===== src/hdl/rtsq_ram.sv =====
// Generic single-write, single-read RAM with registered read data.
// No dependencies.
`timescale 1ns / 1ps

module rtsq_ram #(
   parameter int WIDTH = 32,
   parameter int DEPTH = 64
) (
   input  logic                     clock,
   input  logic                     we,
   input  logic [$clog2(DEPTH)-1:0] waddr,
   input  logic [WIDTH-1:0]         wdata,
   input  logic [$clog2(DEPTH)-1:0] raddr,
   output logic [WIDTH-1:0]         rdata
);

   logic [WIDTH-1:0] mem_ff [DEPTH];
   logic [WIDTH-1:0] rdata_ff;

   always_ff @(posedge clock) begin
      if (we) begin
         mem_ff[waddr] <= wdata;
      end
      rdata_ff <= mem_ff[raddr];
   end

   assign rdata = rdata_ff;

endmodule


===== config.mk =====
export PLATFORM = sky130hd
export DESIGN_NAME = rtsq_ram
export DESIGN_NICKNAME = d
export VERILOG_FILES = /design/src/hdl/rtsq_ram.sv
export SDC_FILE = /design/constraint.sdc
export NUM_CORES = 2
export LEC_CHECK = 0
export BUFFER_PORTS_ARGS = -buffer_cell sky130_fd_sc_hd__buf_4
export CAP_MARGIN = 15
export CORE_MARGIN = 2
export CORE_UTILIZATION = 50
export CTS_CLUSTER_DIAMETER = 200
export DETAILED_ROUTE_END_ITERATION = 12
export HOLD_SLACK_MARGIN = 0.15
export PLACE_DENSITY = 0.75
export SLEW_MARGIN = 10
export SYNTH_ARGS = -nofsm -noshare
export SYNTH_HDL_FRONTEND = slang
export SYNTH_SLANG_ARGS = --single-unit

===== constraint.sdc =====
create_clock -name clock -period 7.4 [get_ports clock]
set_input_delay 0.37 -clock clock [delete_from_list [all_inputs] [get_ports clock]]
set_output_delay 0.37 -clock clock [all_outputs]
set_load 0.01 [all_outputs]

==> metrics.yaml <==
clocking:
  post_cts_buffers: 0
  clock_latency_ns: 0.82
  cts_buffer_depth: 3
  cts-root-buf: "clkbuf_16"
  cts_tree: "yes"
  cts_sinks: 2080
  h-tree-depth: 4
  cts_resized: 0
  cts_hold_buffers: 32
  clk_pin_slew_worst_paths_ns: 0.06
  cts-buffers-inserted: 194
sta:
  clock_skew_ns: 0.0206
  worst_slew_pin_slew_ns: 1.25
  setup_viol: 0
  finalMaxSlewViolations: 0
  hold_viol_final: 0
  min_period_over_period_pct: 41.2
  period_minus_slack_ns: 3.05
  max_freq_mhz: 328
  whs_ns: 0.229
  rsz0062_at_grt: "false"
  fin_tns_setup_ns: 0
  slew-limit-headroom_pct: 16.5
floorplanning:
  die_y_um: 400
  core_area_um2: 156000
  fp-row-count: 145
  die_w_um: 400
  start_util_pct: 50.3
  design.die.area_um2: 160000
  num_io_pins: 78
power:
  peakVddDrop_mv: 0.254
  p_clk_share_pct: 40.1
  cellLeakagePower_nw: 27.4
  intPower_w: 0.0188
  p_sw_share_pct: 21.1
  power_frac_seq_pct: 55.0
  p_comb_share_pct: 4.9
  switchingPower_w: 0.00501
  power_per_cell_area_nw_per_um2: 269
critical_path:
  arrival_ns: 3.71
  r2r-start: "mem_ff[49][5]"
  worstSetupEndpointType: "flop"
  critPathRequiredTime_ns: 8.07
  rr_worst_depth: 4
  crit_chain: "buf_8 -> buf_4 -> nand2_1 -> o22ai_1 -> nor2_1 -> a21oi_1 -> nor2_1"
  critPathKind: "primary input to flop"
  timing.critical_path.mode_cell: "nor2_1"
  startpoint: "raddr[1]"
  critPathMaxFanout: 64
  path_buf_inv: 2
  worstSetupPathDepth: 7
  path_delay_family: "compound AO/OA/AOI/OAI gates"
  slowest_stage: "nand2_1"
  startpoint_type: "primary input"
  cpPeakStageDelay_ns: 0.81
finish:
  regArea_um2: 62100
  areaGrowthSynthToFinish_pct: 12.6
  fillers: 10900
  num-nets-final: 3585
  multi_input_area_um2: 16000
  layout-drive-gt1-share_pct: 28.6
worst_hold_path:
  hp-class: "primary input to flop"
  hp-start: "raddr[4]"
  whs_path_depth: 3
logic_synthesis:
  syn_area_um2: 78500
  ys_warn_count: 0
  syn_avg_cell_area_um2: 23.6
  async_flop_share_pct: 0
  ys_seq_elements: 2080
  synth_cell_types: 34
  syn_nets: 3370
  synth_ff_type: "edfxtp_1"
  synth_edf_count: 2048
  synth_cells: 3324
  ys_seq_area_share_pct: 79.1
detailed_routing:
  dr_total_vias: 37800
  routed_via_density: 6.55
  route.detailed.drc: 0
  ant_nets: 0
  finalWirelength_mm: 198
  firstDrtPassIters: 6
  drt_iter0_markers: 6154
  detail_route.wl_per_cell_um: 34.4
place:
  port_buffers: 77
  gp_congestion: 0.772
  hpwl_mm: 98.7
global_routing:
  grt_max_degree: 102
  globalRoute.totalOverflow: 0
  first_global_vias: 37700
  grt_pass1_wl_mm: 279
  antenna_found_initial: 10
  track_usage_pct: 24.8
flow_run:
  maxCapViolations: 0
status:
  status: "complete, no violations"
## layout by cell type, fill, tap and decap left out, types with 5 or more instances in the layout
cell           netlist  routed
edfxtp_1          2048    2048
mux4_2             544     544
clkbuf_16            0     200
buf_4               25     157
mux2i_1             93      93
o22ai_1             84      84
nor2_1             137      75
a21oi_1             62      62
nor2_4               0      62
clkinv_1             0      47
clkinv_2             0      42
clkbuf_1            74      36
dlygate4sd3_1        0      32
dfxtp_1             32      32
o221ai_1            27      27
nand2_1             26      26
nor2b_1             15      14
a22oi_1             12      12
clkinvlp_4           0      10
bufinv_16            0       9
buf_12               0       9
a311oi_1             8       8
nand2b_1             8       7
inv_6                0       6
nand3b_1             5       5
nor3_1               7       5
nand3_1              5       5
clkbuf_8             0       5
## cell families after synthesis
group                  Yosys count  synth area share (%)
AOI/OAI and AO/OA              202                  1.67
and+or+nand+nor                223                  1.27
DFF                           2080                  79.1
muxes                          637                  16.8
buffers and inverters          182                  1.13
## worst reg2reg max path: stages, from the launching register on
cell      delay, ns
edfxtp_1       0.40
mux4_2         0.48
mux4_2         0.54
o22ai_1        0.55
nor2_1         0.13
## Yosys cell counts, types with 3 or more instances
master    count  area [um^2]
a21oi_1      62          310
a22oi_1      12         90.1
a311oi_1      8         70.1
a41o_1        4         40.0
and3_1        4         25.0
buf_1        21         78.8
buf_2        57          285
buf_4        25          188
buf_6         5         56.3
clkbuf_1     74          278
dfxtp_1      32          641
edfxtp_1   2048        61500
mux2i_1      93          931
mux4_2      544        12300
nand2_1      26         97.6
nand2b_1      8         50.1
nand3_1       5         25.0
nand3b_1      5         37.5
nor2_1      137          514
nor2b_1      15         93.8
nor3_1        7         35.0
o221ai_1     27          236
o22ai_1      84          526
o32ai_1       4         35.0
or3_1         3         18.8
or3b_2        3         26.3
## registers in the layout (all words and copies together) (netlist names)
name	cells
rdata	32
mem_ff	2048
## worst paths after layout
kind / end / slack, ns
worst max-delay path: rdata[15] / 4.35
worst min-delay path: rdata[14] / 0.23
worst max register to register: rdata[5] / 5.16
worst min register to register: rdata[17] / 0.79
## metrics by stage
step	instances	total power [W]	cell area (um^2)	worst slack [ns]	util, %
global route	5759	0.0244	88400	4.28	56.7
CTS	5759	0.0239	88400	4.33	56.7
finish	5763	0.0238	88400	4.35	56.7
floorplan	3324	0.0140	78500	3.87	-
global placement	5369	0.0145	82100	3.53	52.6
detailed placement	5369	0.0145	82100	3.48	52.6
## metal layers
layer	GRT usage, %	part of all wire [%]
met2	38.2	47
met4	7.85	3.0
met5	0	0.021
met3	6.25	13
met1	35.1	37
## power groups by stage
stage	sequential (W)	combinational (W)	clock [W]
3_3_place_gp	0.0133	0.00112	0
6_report	0.0131	0.00117	0.00953
5_1_grt	0.0131	0.00123	0.0101
2_1_floorplan	0.0133	0.000634	0
3_5_place_dp	0.0133	0.00114	0
4_1_cts	0.0131	0.00117	0.00961
## final cells by class
cell class / instances / share of cell area, %
clock inverter: 117 / 0.925
tap: 2058 / 2.91
multi-input combinational: 1062 / 18.1
clock buffer: 241 / 5.89
sequential: 2080 / 70.3
timing repair buffer: 201 / 1.95
antenna: 4 / 0.0113
Power figures use the tool's default switching activity.
