--- src/hdl/rtsq_pkg.sv ---
// Package of the rolling trend r-squared block: widths, constants, types.
// No dependencies.
`timescale 1ns / 1ps

package rtsq_pkg;

   localparam int MAX_WINDOW = 64;
   localparam int IDX_W      = 6;
   localparam int CNT_W      = 7;
   localparam int SAMPLE_W   = 32;
   localparam int S_W        = 38;
   localparam int IV_W       = 39;
   localparam int X_W        = 44;
   localparam int VV_W       = 64;
   localparam int Q_W        = 69;
   localparam int A_W        = 46;
   localparam int B_W        = 75;
   localparam int K_W        = 12;
   localparam int PROD_W     = 90;
   localparam int MPL_W      = 46;
   localparam int DEN_W      = 87;
   localparam int NUM_W      = 108;
   localparam int QUO_W      = 17;
   localparam int QUO_MSB    = 16;

   localparam logic [CNT_W-1:0] WINDOW_RESET = 7'd14;
   localparam logic [CNT_W-1:0] WINDOW_MAX   = 7'd64;
   localparam logic [QUO_W-1:0] ONE_Q16      = 17'd65536;

   typedef struct packed {
      logic              start;
      logic [PROD_W-1:0] mcand;
      logic [MPL_W-1:0]  mplier;
   } mul_req_type;

   typedef struct packed {
      logic              done;
      logic [PROD_W-1:0] product;
   } mul_rsp_type;

endpackage

--- src/hdl/rtsq_mul.sv ---
// Shared shift-add multiplier, one multiplier bit a cycle, unsigned.
// Depends on rtsq_pkg.
`timescale 1ns / 1ps

module rtsq_mul import rtsq_pkg::*; (
   input  logic        clock,
   input  logic        reset,
   input  mul_req_type mreq,
   output mul_rsp_type mrsp
);

   logic [PROD_W-1:0] acc_ff;
   logic [PROD_W-1:0] mc_ff;
   logic [MPL_W-1:0]  mp_ff;
   logic              busy_ff;
   logic              done_ff;

   always_ff @(posedge clock) begin
      if (reset) begin
         busy_ff <= 1'b0;
         done_ff <= 1'b0;
      end else begin
         done_ff <= 1'b0;
         if (mreq.start) begin
            acc_ff  <= '0;
            mc_ff   <= mreq.mcand;
            mp_ff   <= mreq.mplier;
            busy_ff <= 1'b1;
         end else if (busy_ff) begin
            if (mp_ff == '0) begin
               busy_ff <= 1'b0;
               done_ff <= 1'b1;
            end else begin
               if (mp_ff[0]) begin
                  acc_ff <= acc_ff + mc_ff;
               end
               mc_ff <= mc_ff << 1;
               mp_ff <= mp_ff >> 1;
            end
         end
      end
   end

   assign mrsp.done    = done_ff;
   assign mrsp.product = acc_ff;

endmodule

--- config.mk ---
export PLATFORM = sky130hd
export DESIGN_NAME = rtsq_mul
export DESIGN_NICKNAME = d
export VERILOG_FILES = /design/src/hdl/rtsq_pkg.sv /design/src/hdl/rtsq_mul.sv
export SDC_FILE = /design/constraint.sdc
export NUM_CORES = 1
export LEC_CHECK = 0
export BUFFER_PORTS_ARGS = -buffer_cell sky130_fd_sc_hd__buf_2
export CAP_MARGIN = 25
export CORE_AREA = 5 5 190 192
export DETAILED_ROUTE_END_ITERATION = 8
export DIE_AREA = 0 0 195 197
export PLACE_DENSITY_LB_ADDON = 0.1
export SYNTH_ARGS = -nofsm -noshare
export SYNTH_HDL_FRONTEND = slang
export SYNTH_SLANG_ARGS = --single-unit
--- constraint.sdc ---
create_clock -name clock -period 22.8 [get_ports clock]
set_input_delay 1.14 -clock clock [delete_from_list [all_inputs] [get_ports clock]]
set_output_delay 1.14 -clock clock [all_outputs]
set_load 0.01 [all_outputs]
==> results.ini <==
[run_status]
outcome = finished clean

[floorplan]
die-area_mm2 = 0.0384
start_util_pct = 44.3
die_h_um = 197
io_pins = 230
rows = 68
chipWidth_um = 195
core_mm2 = 0.0342

[synth]
synth_edf_count = 226
synth_area_per_cell_um2 = 10.3
ys_types = 78
synthCells = 1473
syn_area_mm2 = 0.0151
synth_seq_cells = 228
yosys_warnings = 0
synth_top_area_share_pct = 44.8
ys.flop_type = edfxtp_1
synthTopCellsByCount = edfxtp_1 (226), nor2_1 (166), mux2_2 (136)
synth-seq-area-share_pct = 45.1
yosysTopAreaCell = edfxtp_1
yosysMostFrequentCell = edfxtp_1
async_reset_ff_share_pct = 0
synth.area.top_cells = edfxtp_1 (45%), mux2_2 (10%), ha_1 (7.4%), a21oi_1 (4.4%), nor2_1 (4.1%)
synth_fp_nets = 1702

[clocking]
ctsHoldBuffers = 0
cts_tree = yes
clk_path_buf_depth = 3
cts.sinks = 228
clk_latency_ps = 570
cts_setup_buffers = 0
cts_buffers = 29
cts_root_buf = clkbuf_16
htree_levels = 1
cts_resized = 0
path_clk_slew_ps = 60

[worst_setup_path]
cp-end-kind = flip-flop
path_max_fanout = 7
crit_cells = 10
worstSetupStartpoint = acc_ff[16]$_SDFFCE_PP0P_
cp.arrival_ps = 4450
r2r_end = acc_ff[75]$_SDFFCE_PP0P_
path_cells = ha_1 -> a21oi_1 -> o21ai_0 -> a221oi_1 -> o21bai_1 -> nor3_1 -> o41ai_1 -> a211oi_1 -> nor4_1 -> a311o_1
start_kind = flip-flop
endpoint = acc_ff[75]$_SDFFCE_PP0P_
worstPathRequired_ps = 23110
critical_path_buf_inv_count = 0
rr_worst_depth = 10
crit_family = compound AO/OA/AOI/OAI gates
crit_type = flip-flop to flip-flop
slowest_delay_ps = 820
rrSetupSlack_ps = 18660
r2r_start = acc_ff[16]$_SDFFCE_PP0P_
critPathSlowestCell = a211oi_1

[layout]
fin_nets = 1892
multi_input_area_mm2 = 0.00788
syn_to_final_growth_pct = 15.7
drive_gt1_share_pct = 25.5
seqCellArea_mm2 = 0.00683
fillCellCount = 3257

[routing]
drt-vias-per-instance = 5.72
wl_um = 43200
wl_met3_um = 2900
route.detailed.drc = 0
wl_per_cell_um = 20.2
wl_met1_um = 19100
first_pass_iters = 5
highest_layer = met5
drt_iter0_markers = 771
ant_nets = 0
vias = 12200
wl_met2_um = 20000

[sta]
finClkSkew_ps = 18.8
setup-violations-final = 0
rsz0062_at_grt = no
hold_slack_ps = 479
fin_ws_ps = 18660
fmaxAchievable_mhz = 242
min_period_over_period_pct = 18.1
tns_ps = 0
layout_min_cycle_time_ps = 4140
relSlewSlack_pct = 31.6
tightest_slew_ps = 1030
hold_viol = 0
slew_viol_final = 0

[grt]
grt_overflow_total = 0
grt_util_all_layers_pct = 21.6
antenna_found_initial = 7
grt_pass1_wl_um = 68000
grt_pass1_vias = 12500
grt_max_degree = 84

[placed_design]
io_buffers = 229
dp_hpwl_um = 32800
gp_congestion = 0.947
dp_slack_ps = 18650

[power_and_ir_drop]
power_density_mw_per_mm2 = 75.1
p_leak_nw = 6.78
ir_drop_uv = 63.0

[run]
maxCapViolations = 0

[min_path]
hp-class = flip-flop to flip-flop

routing by layer:
metal / up-vias / GRT usage (%)
li1: 5945 / -
met1: 5863 / 29.0
met2: 360 / 35.7
met3: 69 / 5.35
met4: 12 / 5.12
met5: - / 0
power by group:
part | leakage [nW] | total (mW) | switching [mW] | internal, mW
Clock | 0.448 | 0.442 | 0.184 | 0.258
Combinational | 4.15 | 0.348 | 0.211 | 0.137
Sequential | 2.18 | 0.526 | 0.0187 | 0.507
flip-flops by register name (all words and copies together) (netlist names):
register,flops
acc_ff,90
busy_ff,1
done_ff,1
mc_ff,90
mp_ff,46
metrics by stage:
| stage | cell area (µm²) | instances | utilization, % | power, mW |
|---|---|---|---|---|
| 2_1_floorplan | 15100 | 1473 | - | 0.779 |
| 3_3_place_gp | 16600 | 2087 | 48.5 | 0.877 |
| 3_5_place_dp | 16600 | 2087 | 48.5 | 0.879 |
| 4_1_cts | 17500 | 2139 | 51.2 | 1.33 |
| 5_1_grt | 17500 | 2139 | 51.2 | 1.39 |
| 6_report | 17500 | 2141 | 51.2 | 1.32 |
cell type report:
| cell class | count | share of cell area, % |
|---|---|---|
| inverters | 33 | 0.707 |
| diodes | 2 | 0.0286 |
| clock inverters | 17 | 0.936 |
| clock buffers | 35 | 4.27 |
| flip-flops and latches | 228 | 39.0 |
| well taps | 455 | 3.25 |
| multi-input cells | 1136 | 45.0 |
| repair buffers | 235 | 6.85 |
cells in the final DEF (no fill, tap or decap), drive strengths merged, types with 17 or more instances in the layout:
cell and count:
a21oi 134, edfxtp 226, inv 36, mux2 136
nor4 17, o21bai 24, a21o 41, nor3 36
nor2 166, o21a 23, buf 234, xor2 31
nand4 49, o21ai 65, xnor2 36, nand2 113
nand3 25, ha 89, clkbuf 36
worst min-delay path by stage:
| stage | from | end | slack, ps | cells after the start |
|---|---|---|---|---|
| final | busy_ff$_SDFF_PP0_ | done_ff$_SDFF_PP0_ | 480 | 1 |
| after global routing | busy_ff$_SDFF_PP0_ | done_ff$_SDFF_PP0_ | 500 | 1 |
| after CTS | busy_ff$_SDFF_PP0_ | done_ff$_SDFF_PP0_ | 480 | 1 |
| after detailed placement | busy_ff$_SDFF_PP0_ | done_ff$_SDFF_PP0_ | 480 | 1 |
| after global placement | busy_ff$_SDFF_PP0_ | done_ff$_SDFF_PP0_ | 480 | 1 |
| after floorplan | busy_ff$_SDFF_PP0_ | done_ff$_SDFF_PP0_ | 460 | 1 |
kinds of logic (layout without fill, tap and decap cells):
kind of cell / Yosys count / in the layout / share of synthesized area [%]
XOR/XNOR: 67 / 67 / 3.87
other: 0 / 2 / 0
AO/OA/AOI/OAI: 374 / 374 / 15.9
AND/OR/NAND/NOR: 469 / 469 / 14.6
buffers and inverters: 109 / 320 / 3.00
flip-flops: 228 / 228 / 45.1
multiplexers: 136 / 136 / 10.1
adder cells (fa/ha/maj): 90 / 90 / 7.48
No activity file was read; power rests on OpenSTA's default activity.
